## config.mk

```make
export PLATFORM = sky130hd
export DESIGN_NAME = lpg_setup
export DESIGN_NICKNAME = d
export VERILOG_FILES = /design/src/hdl/lpg_pkg.sv /design/src/hdl/lpg_setup.sv
export SDC_FILE = /design/constraint.sdc
export NUM_CORES = 1
export LEC_CHECK = 0
export ABC_AREA = 1
export BUFFER_PORTS_ARGS = -buffer_cell sky130_fd_sc_hd__buf_4
export CAP_MARGIN = 10
export CORE_UTILIZATION = 55
export DETAILED_ROUTE_END_ITERATION = 12
export MAX_ROUTING_LAYER = met4
export PLACE_DENSITY = 0.77
export REMOVE_ABC_BUFFERS = 1
export SYNTH_ARGS = -nofsm -noshare
export SYNTH_HDL_FRONTEND = slang
export SYNTH_SLANG_ARGS = --single-unit
```

## constraint.sdc

```tcl
create_clock -name i_clk -period 7.2 [get_ports i_clk]
set_input_delay 0.36 -clock i_clk [delete_from_list [all_inputs] [get_ports i_clk]]
set_output_delay 0.36 -clock i_clk [all_outputs]
set_load 0.05 [all_outputs]
```

## src/hdl/lpg_pkg.sv

```systemverilog
// Shared types, widths and helpers for the line pixel generator.
// No dependencies; every other file in hdl/ imports this package.
package lpg_pkg;

    localparam int LPG_CB       = 16;
    localparam int LPG_STEP_W   = 12;
    localparam int LPG_COLOUR_W = 24;
    localparam int LPG_OFS_W    = 25;
    localparam int LPG_DIM_W    = 13;
    localparam int LPG_PITCH_W  = 14;
    localparam int LPG_CFG_IDX_W = 2;

    localparam int LPG_EW = (LPG_CB > LPG_STEP_W) ? LPG_CB : LPG_STEP_W;
    localparam int LPG_QW = LPG_EW;
    localparam int LPG_NW = LPG_CB + LPG_EW;
    localparam int LPG_WW = LPG_EW + 3;
    localparam int LPG_PROD_W = LPG_DIM_W + LPG_PITCH_W;

    typedef enum logic [LPG_CFG_IDX_W-1:0] {
        REG_WIDTH,
        REG_HEIGHT,
        REG_PITCH
    } t_cfg_reg;

    typedef struct packed {
        logic signed [LPG_CB-1:0]  start_x;
        logic signed [LPG_CB-1:0]  start_y;
        logic signed [LPG_CB-1:0]  end_x;
        logic signed [LPG_CB-1:0]  end_y;
        logic [LPG_COLOUR_W-1:0]   pixel_colour;
        logic [LPG_STEP_W-1:0]     step_index;
    } t_lpg_in;

    typedef struct packed {
        logic signed [LPG_CB-1:0]  pixel_x;
        logic signed [LPG_CB-1:0]  pixel_y;
        logic [LPG_OFS_W-1:0]      word_offset;
        logic [LPG_COLOUR_W-1:0]   colour_out;
        logic                      write_pixel;
        logic                      final_step;
    } t_lpg_out;

    typedef struct packed {
        logic [LPG_DIM_W-1:0]   width;
        logic [LPG_DIM_W-1:0]   height;
        logic [LPG_PITCH_W-1:0] pitch;
    } t_lpg_cfg;

    // per-item context carried alongside the divider
    typedef struct packed {
        logic                      xmaj;
        logic                      pre_ok;
        logic                      last;
        logic                      q_neg;
        logic                      da_zero;
        logic signed [LPG_CB-1:0]  b1;
        logic signed [LPG_WW-1:0]  major;
        logic [LPG_COLOUR_W-1:0]   colour;
    } t_lpg_side;

    function automatic logic signed [LPG_WW-1:0] lpg_dim_ext(input logic [LPG_DIM_W-1:0] v);
        return $signed(LPG_WW'(v));
    endfunction

endpackage

```

## src/hdl/lpg_setup.sv

```systemverilog
// Front stages: deltas, major-axis pick, span and offset magnitude,
// canvas pre-checks, then the |d_minor| * |offset| product. Uses lpg_pkg.
module lpg_setup import lpg_pkg::*; (
    input  logic                i_clk,
    input  logic                i_rst_n,
    input  logic                i_adv,
    input  logic                i_valid,
    input  t_lpg_in             i_req,
    input  t_lpg_cfg            i_cfg,
    output logic                o_valid,
    output logic [LPG_NW-1:0]   o_num,
    output logic [LPG_CB-1:0]   o_den,
    output t_lpg_side           o_side
);

    // stage 1
    logic                     r1_v;
    t_lpg_in                  r1_req;
    logic signed [LPG_CB:0]   r1_dx;
    logic signed [LPG_CB:0]   r1_dy;
    logic signed [LPG_CB:0]   n1_dx;
    logic signed [LPG_CB:0]   n1_dy;

    // stage 2
    logic                     r2_v;
    logic                     r2_xmaj;
    logic                     r2_neg_da;
    logic                     r2_db_neg;
    logic [LPG_CB-1:0]        r2_span;
    logic [LPG_CB-1:0]        r2_adb;
    logic signed [LPG_CB-1:0] r2_lo;
    logic signed [LPG_CB-1:0] r2_hi;
    logic signed [LPG_CB-1:0] r2_b0;
    logic signed [LPG_CB-1:0] r2_b1;
    logic [LPG_STEP_W-1:0]    r2_step;
    logic [LPG_COLOUR_W-1:0]  r2_colour;
    logic [LPG_CB-1:0]        w_adx;
    logic [LPG_CB-1:0]        w_ady;
    logic                     n2_xmaj;
    logic                     n2_neg_da;

    // stage 3
    logic                     r3_v;
    logic [LPG_CB-1:0]        r3_adb;
    logic [LPG_EW-1:0]        r3_ae;
    logic [LPG_CB-1:0]        r3_span;
    t_lpg_side                r3_side;
    logic [LPG_EW-1:0]        w_step_e;
    logic [LPG_EW-1:0]        w_span_e;
    logic                     w_span_gt;
    logic                     w_e_neg;
    logic [LPG_DIM_W-1:0]     w_amax;
    logic [LPG_DIM_W-1:0]     w_bmax;
    logic signed [LPG_WW-1:0] w_lo;
    logic signed [LPG_WW-1:0] w_hi;
    logic signed [LPG_WW-1:0] w_b0;
    logic [LPG_EW-1:0]        n3_ae;
    t_lpg_side                n3_side;

    // stage 4
    logic                     r4_v;
    logic [LPG_NW-1:0]        r4_num;
    logic [LPG_CB-1:0]        r4_den;
    t_lpg_side                r4_side;

    // stage 1: deltas
    assign n1_dx = (LPG_CB+1)'(i_req.end_x) - (LPG_CB+1)'(i_req.start_x);
    assign n1_dy = (LPG_CB+1)'(i_req.end_y) - (LPG_CB+1)'(i_req.start_y);

    // stage 2: axis selection
    assign w_adx     = LPG_CB'(r1_dx[LPG_CB] ? -r1_dx : r1_dx);
    assign w_ady     = LPG_CB'(r1_dy[LPG_CB] ? -r1_dy : r1_dy);
    assign n2_xmaj   = w_adx > w_ady;
    assign n2_neg_da = n2_xmaj ? r1_dx[LPG_CB] : r1_dy[LPG_CB];

    // stage 3: offset from first endpoint, pre-checks
    assign w_step_e  = LPG_EW'(r2_step);
    assign w_span_e  = LPG_EW'(r2_span);
    assign w_span_gt = w_span_e > w_step_e;
    assign w_e_neg   = r2_neg_da && w_span_gt;
    assign w_amax    = r2_xmaj ? i_cfg.width  : i_cfg.height;
    assign w_bmax    = r2_xmaj ? i_cfg.height : i_cfg.width;
    assign w_lo      = LPG_WW'(r2_lo);
    assign w_hi      = LPG_WW'(r2_hi);
    assign w_b0      = LPG_WW'(r2_b0);

    always_comb begin
        if (!r2_neg_da) begin
            n3_ae = w_step_e;
        end else if (w_span_gt) begin
            n3_ae = w_span_e - w_step_e;
        end else begin
            n3_ae = w_step_e - w_span_e;
        end
        n3_side.xmaj    = r2_xmaj;
        n3_side.pre_ok  = !w_lo[LPG_WW-1] && (w_hi < lpg_dim_ext(w_amax))
                          && (w_step_e <= w_span_e)
                          && !w_b0[LPG_WW-1] && (w_b0 < lpg_dim_ext(w_bmax));
        n3_side.last    = w_step_e == w_span_e;
        n3_side.q_neg   = r2_db_neg ^ w_e_neg ^ r2_neg_da;
        n3_side.da_zero = r2_span == '0;
        n3_side.b1      = r2_b1;
        n3_side.major   = w_lo + $signed(LPG_WW'(r2_step));
        n3_side.colour  = r2_colour;
    end

    always_ff @(posedge i_clk) begin
        if (!i_rst_n) begin
            r1_v <= 1'b0;
            r2_v <= 1'b0;
            r3_v <= 1'b0;
            r4_v <= 1'b0;
        end else if (i_adv) begin
            r1_v <= i_valid;
            r2_v <= r1_v;
            r3_v <= r2_v;
            r4_v <= r3_v;
        end
    end

    always_ff @(posedge i_clk) begin
        if (i_adv) begin
            r1_req    <= i_req;
            r1_dx     <= n1_dx;
            r1_dy     <= n1_dy;

            r2_xmaj   <= n2_xmaj;
            r2_neg_da <= n2_neg_da;
            r2_db_neg <= n2_xmaj ? r1_dy[LPG_CB] : r1_dx[LPG_CB];
            r2_span   <= n2_xmaj ? w_adx : w_ady;
            r2_adb    <= n2_xmaj ? w_ady : w_adx;
            if (n2_xmaj) begin
                r2_lo <= n2_neg_da ? r1_req.end_x   : r1_req.start_x;
                r2_hi <= n2_neg_da ? r1_req.start_x : r1_req.end_x;
                r2_b0 <= n2_neg_da ? r1_req.end_y   : r1_req.start_y;
                r2_b1 <= r1_req.start_y;
            end else begin
                r2_lo <= n2_neg_da ? r1_req.end_y   : r1_req.start_y;
                r2_hi <= n2_neg_da ? r1_req.start_y : r1_req.end_y;
                r2_b0 <= n2_neg_da ? r1_req.end_x   : r1_req.start_x;
                r2_b1 <= r1_req.start_x;
            end
            r2_step   <= r1_req.step_index;
            r2_colour <= r1_req.pixel_colour;

            r3_adb    <= r2_adb;
            r3_ae     <= n3_ae;
            r3_span   <= r2_span;
            r3_side   <= n3_side;

            r4_num    <= LPG_NW'(r3_adb) * LPG_NW'(r3_ae);
            r4_den    <= r3_span;
            r4_side   <= r3_side;
        end
    end

    assign o_valid = r4_v;
    assign o_num   = r4_num;
    assign o_den   = r4_den;
    assign o_side  = r4_side;

endmodule

```

# --- Word level (Yosys, flattened, before mapping) ---
# Index checks and enable logic that the tools add are counted.
classes:
  muxes: 18
  mul: 1
  add_sub_neg: 7
  bitwise: 2
  eq_ne: 1
  magnitude_cmp: 5
  reduce_logical: 8
op_table:
  columns: ["op", "n"]
  rows:
  - ["$mux W16", 13]
  - ["$sub A16 B16 Y17", 2]
  - ["$lt A16 B14 Y1", 2]
  - ["$mul A16 B16 Y32", 1]
  - ["$neg A16 Y16", 2]
  - ["$mux W13", 2]
  - ["$add A16 B13 Y17", 1]
  - ["$eq A12 B16 Y1", 1]
  - ["$gt A16 B12 Y1", 1]
  - ["$gt A16 B16 Y1", 1]
  - ["$le A12 B16 Y1", 1]
  - ["$logic_not A16 Y1", 1]
  - ["$sub A12 B16 Y16", 1]
  - ["$sub A16 B12 Y16", 1]
  - ["$mux W12", 1]
  - ["$logic_and A1 B1 Y1", 5]
  - ["$logic_not A1 Y1", 2]
  - ["$mux W1", 2]
  - ["$xor A1 B1 Y1", 2]
word_totals:
  reg_bits: 497
  output_inout_bits: 113
  in_bits: 144
  elab_cells: 87

# --- Longest topological paths before layout ---
logic_depth:
  depth_word: 6
  depth_mapped: 25
  depth_no_buf: 23

# --- Worst setup path after synthesis ---
# OpenSTA, ideal clock, no wires.
synth_path:
  path_kind: "register to register"
  startpoint: "reg r3_adb[7]"
  endpoint: "reg r4_num[27] (netlist: o_num[27]) (data pin)"
  path_buffers: 2
  slack_ns: 1.785
  t_arrival_ns: 5.150
  stages_incl_launch_ff: 23
  cell_sequence: "edfxtp_1 -> clkbuf_1 -> clkbuf_1 -> nand2_1 -> fa_1 -> inv_1 -> fa_1 -> inv_1 -> fa_1 -> inv_1 -> fa_1 -> fa_1 -> inv_1 -> fa_1 -> inv_1 -> ha_1 -> nand2_1 -> inv_1 -> a21oi_1 -> o21ai_0 -> a21oi_1 -> o21ai_0 -> xor2_1"
synth_between:
  elab_chain_len: 1
synth_rtl:
  columns: ["item", "line_no", "rtl"]
  rows:
  - ["from (decl)", "lpg_setup.sv:44", "logic [LPG_CB-1:0] r3_adb;"]
  - ["from (signal assigned)", "lpg_setup.sv:146", "r3_adb <= r2_adb;"]
  - ["$mul A16 B16 Y32", "lpg_setup.sv:151", "r4_num <= LPG_NW'(r3_adb) * LPG_NW'(r3_ae);"]
  - ["to (signal assigned)", "lpg_setup.sv:151", null]
  - ["to (decl)", "lpg_setup.sv:62", "logic [LPG_NW-1:0] r4_num;"]
# Every way passes these cells.
# A chain may end at the register's enable or synchronous reset.

# --- Final worst setup path ---
layout_path:
  startpoint: "reg r3_adb[11]"
  endpoint: "reg r4_num[27] (netlist: o_num[27]) (data pin)"
# The elaborated chain is that of the path after synthesis.

==> flow_summary.json <==
{
  "status": "completed",
  "post-cts-setup-buffers": 0,
  "clock_sinks": 493,
  "synth_flop_cell": "edfxtp_1",
  "synth_common_cells": "nand2_1 (744), inv_1 (600), edfxtp_1 (489)",
  "die_x_um": 241.8,
  "arrival_ns": 6.27,
  "place.gp.congestion": 0.9427,
  "start_util_pct": 55.85,
  "vias_per_cell": 5.277,
  "fmax_mhz": 168.5,
  "synth_edf_count": 489,
  "synth-seq-area-share_pct": 46.70,
  "critPathRequiredTime_ns": 7.53,
  "tightest_slew_ns": 0.9544,
  "portBuffers": 242,
  "syn2layout_area_growth_pct": 15.81,
  "skew_ns": 0.03136,
  "path_delay_family": "adder cells",
  "grt_pass1_vias": 22587,
  "period_needed_ns": 5.933,
  "clk_path_buf_depth": 3,
  "critPathBufInv": 4,
  "dieArea_um2": 58450,
  "synth_cell_types": 44,
  "antenna-diode-count": 0,
  "ys_ff_latch": 493,
  "cts_tree": "done",
  "post-route-drc-count": 0,
  "timing.critical_path.mode_cell": "fa_1",
  "yosys_warnings": 0,
  "crit_slowest_cell": "edfxtp_1",
  "synth_largest_area_cell": "edfxtp_1",
  "synth.most_common_cell": "nand2_1",
  "maxCapViolCount": 0,
  "crit_fanout": 16,
  "dr.pass1.iters": 6,
  "ys_top_cells_by_area": "edfxtp_1 (46%), fa_1 (13%), nand2_1 (8.8%)",
  "wl_um": 72220,
  "ios": 257,
  "fin_crit_sh_pct": 82.41,
  "worstSetupPathType": "reg2reg",
  "netlist_area_um2": 31620,
  "post-dp-hpwl_um": 52890,
  "grt_pass1_wl_um": 115400,
  "slowest_delay_ns": 0.82,
  "tns_ns": 0,
  "cts_root_buffer": "clkbuf_16",
  "setup_violations": 0,
  "core_region_area_um2": 56600,
  "rsz0062_at_grt": "no",
  "fin_nets": 4032,
  "rrSetupSlack_ns": 1.27,
  "path_clk_slew_ns": 0.07,
  "ant_nets": 0,
  "antenna_found_initial": 0,
  "worstSetupEndpointType": "flip-flop",
  "synth_top_area_share_pct": 46.45,
  "syn_inst": 3189,
  "maxSlewViolCount": 0,
  "syn_area_per_cell_um2": 9.914,
  "gr-total-overflow": 0,
  "cts.repair.resized": 0,
  "htreeDepth": 2,
  "grt_usage_pct": 25.64,
  "rows": 87,
  "worst_setup_path_start_kind": "flip-flop",
  "avgRoutedWirePerCell_um": 16.91,
  "drive_above_1_share_pct": 10.07,
  "drt_iter0_drc": 1662,
  "hp-class": "in2reg",
  "die_h_um": 241.8,
  "cp_cell_sequence": "nand2_1 > fa_1 > fa_1 > inv_1 > fa_1 > fa_1 > fa_1 > inv_1 > fa_1 > inv_1 > ha_1 > a21oi_1 > o21ai_0 > inv_1 > o21ai_0 > a21oi_1 > o21ai_0 > xor2_1",
  "async_flop_share_pct": 0,
  "grt_max_degree": 132,
  "clock_latency_ns": 0.61,
  "vias": 22532,
  "slew_headroom_pct": 36.28,
  "finalHoldViolCount": 0,
  "numCtsBuffers": 50
}
==> worst paths after layout <==
path / depth (start not counted) / start / endpoint
worst max-delay path: 18 / r3_adb[11]$_DFFE_PP_ / o_num[27]$_DFFE_PP_
worst min-delay path: 3 / i_rst_n / r1_v$_SDFFE_PN0P_
worst max register to register: 18 / r3_adb[11]$_DFFE_PP_ / o_num[27]$_DFFE_PP_
worst min register to register: 0 / r3_side[17]$_DFFE_PP_ / o_side[17]$_DFFE_PP_
==> cells in the final DEF, fill, tap and decap left out, types with 6 or more instances in the layout <==
cell / count
nand2_1: 743
inv_1: 600
edfxtp_1: 489
buf_4: 254
ha_1: 214
fa_1: 199
nand3_1: 189
a21oi_1: 151
o21ai_0: 130
nor2_1: 107
dlygate4sd3_1: 101
xor2_1: 90
clkbuf_16: 50
xnor2_1: 24
nand4_1: 17
nor3_1: 15
a31oi_1: 14
a21o_1: 13
clkinv_1: 11
o21bai_1: 8
o21ai_1: 7
clkbuf_1: 7
a21boi_0: 6
nand2_2: 6
clkinv_2: 6
==> worst min-delay path: stages <==
cell and delay, ns:
buf_4 0.12, o21ai_0 0.07, nor2_1 0.04
==> final cells by class <==
| cell class | count | area, um2 |
|---|---|---|
| well taps | 756 | 945.9 |
| fillers | 4435 | 19990 |
| multi-input cells | 1968 | 14040 |
| inverters | 604 | 2267 |
| clock buffers | 57 | 1277 |
| clock inverters | 34 | 344.1 |
| flip-flops and latches | 493 | 14760 |
| repair buffers | 358 | 2973 |
==> cell families after synthesis <==
logic type / share of synthesized area (%)
AO/OA/AOI/OAI: 5.825
AND/OR/NAND/NOR: 14.32
flip-flops: 46.70
XOR/XNOR: 3.158
adder cells (fa/ha/maj): 21.07
buffers and inverters: 8.924
==> registers in the layout, summed over array words and instances, names as in the netlist, 17 cells and up <==
signal / count
r1_dy: 17
r1_req: 100
r1_dx: 17
r2_colour: 24
o_num: 32
o_side: 62
r3_side: 62
==> metal layers <==
layer  share of wire [%]  vias to the layer above  wire, um  global-route usage [%]
met3                 6.8                      170      4935                   3.252
met4                 3.8                        0      2779                   9.773
li1                    -                    10826         -                       -
met1                  40                    10613     28570                   30.91
met2                  50                      923     35940                   43.98
met5                   0                        -         0                       -
==> metrics by stage <==
| step | worst slack (ns) | utilization, % | cell area [um2] | hold slack [ns] | cells |
|---|---|---|---|---|---|
| after floorplan | 1.716 | - | 31060 | 0.4003 | 3065 |
| after global placement | 1.323 | 60.03 | 33980 | 0.4001 | 4078 |
| after detailed placement | 1.291 | 60.03 | 33980 | 0.4045 | 4078 |
| after CTS | 1.271 | 64.68 | 36610 | 0.01289 | 4270 |
| after global routing | 0.8967 | 64.68 | 36610 | 0.04062 | 4270 |
| final | 1.267 | 64.68 | 36610 | 0.06234 | 4270 |
==> what timing repair did <==
item / 4_1_cts / 5_1_grt
endpoints found under the hold margin: 101 / 0
hold buffers: 101 / 0
setup endpoints to repair: 0 / 0
Power is not shown: default switching activity piles up to over one toggle a cycle in this logic, so the estimate is an artifact.
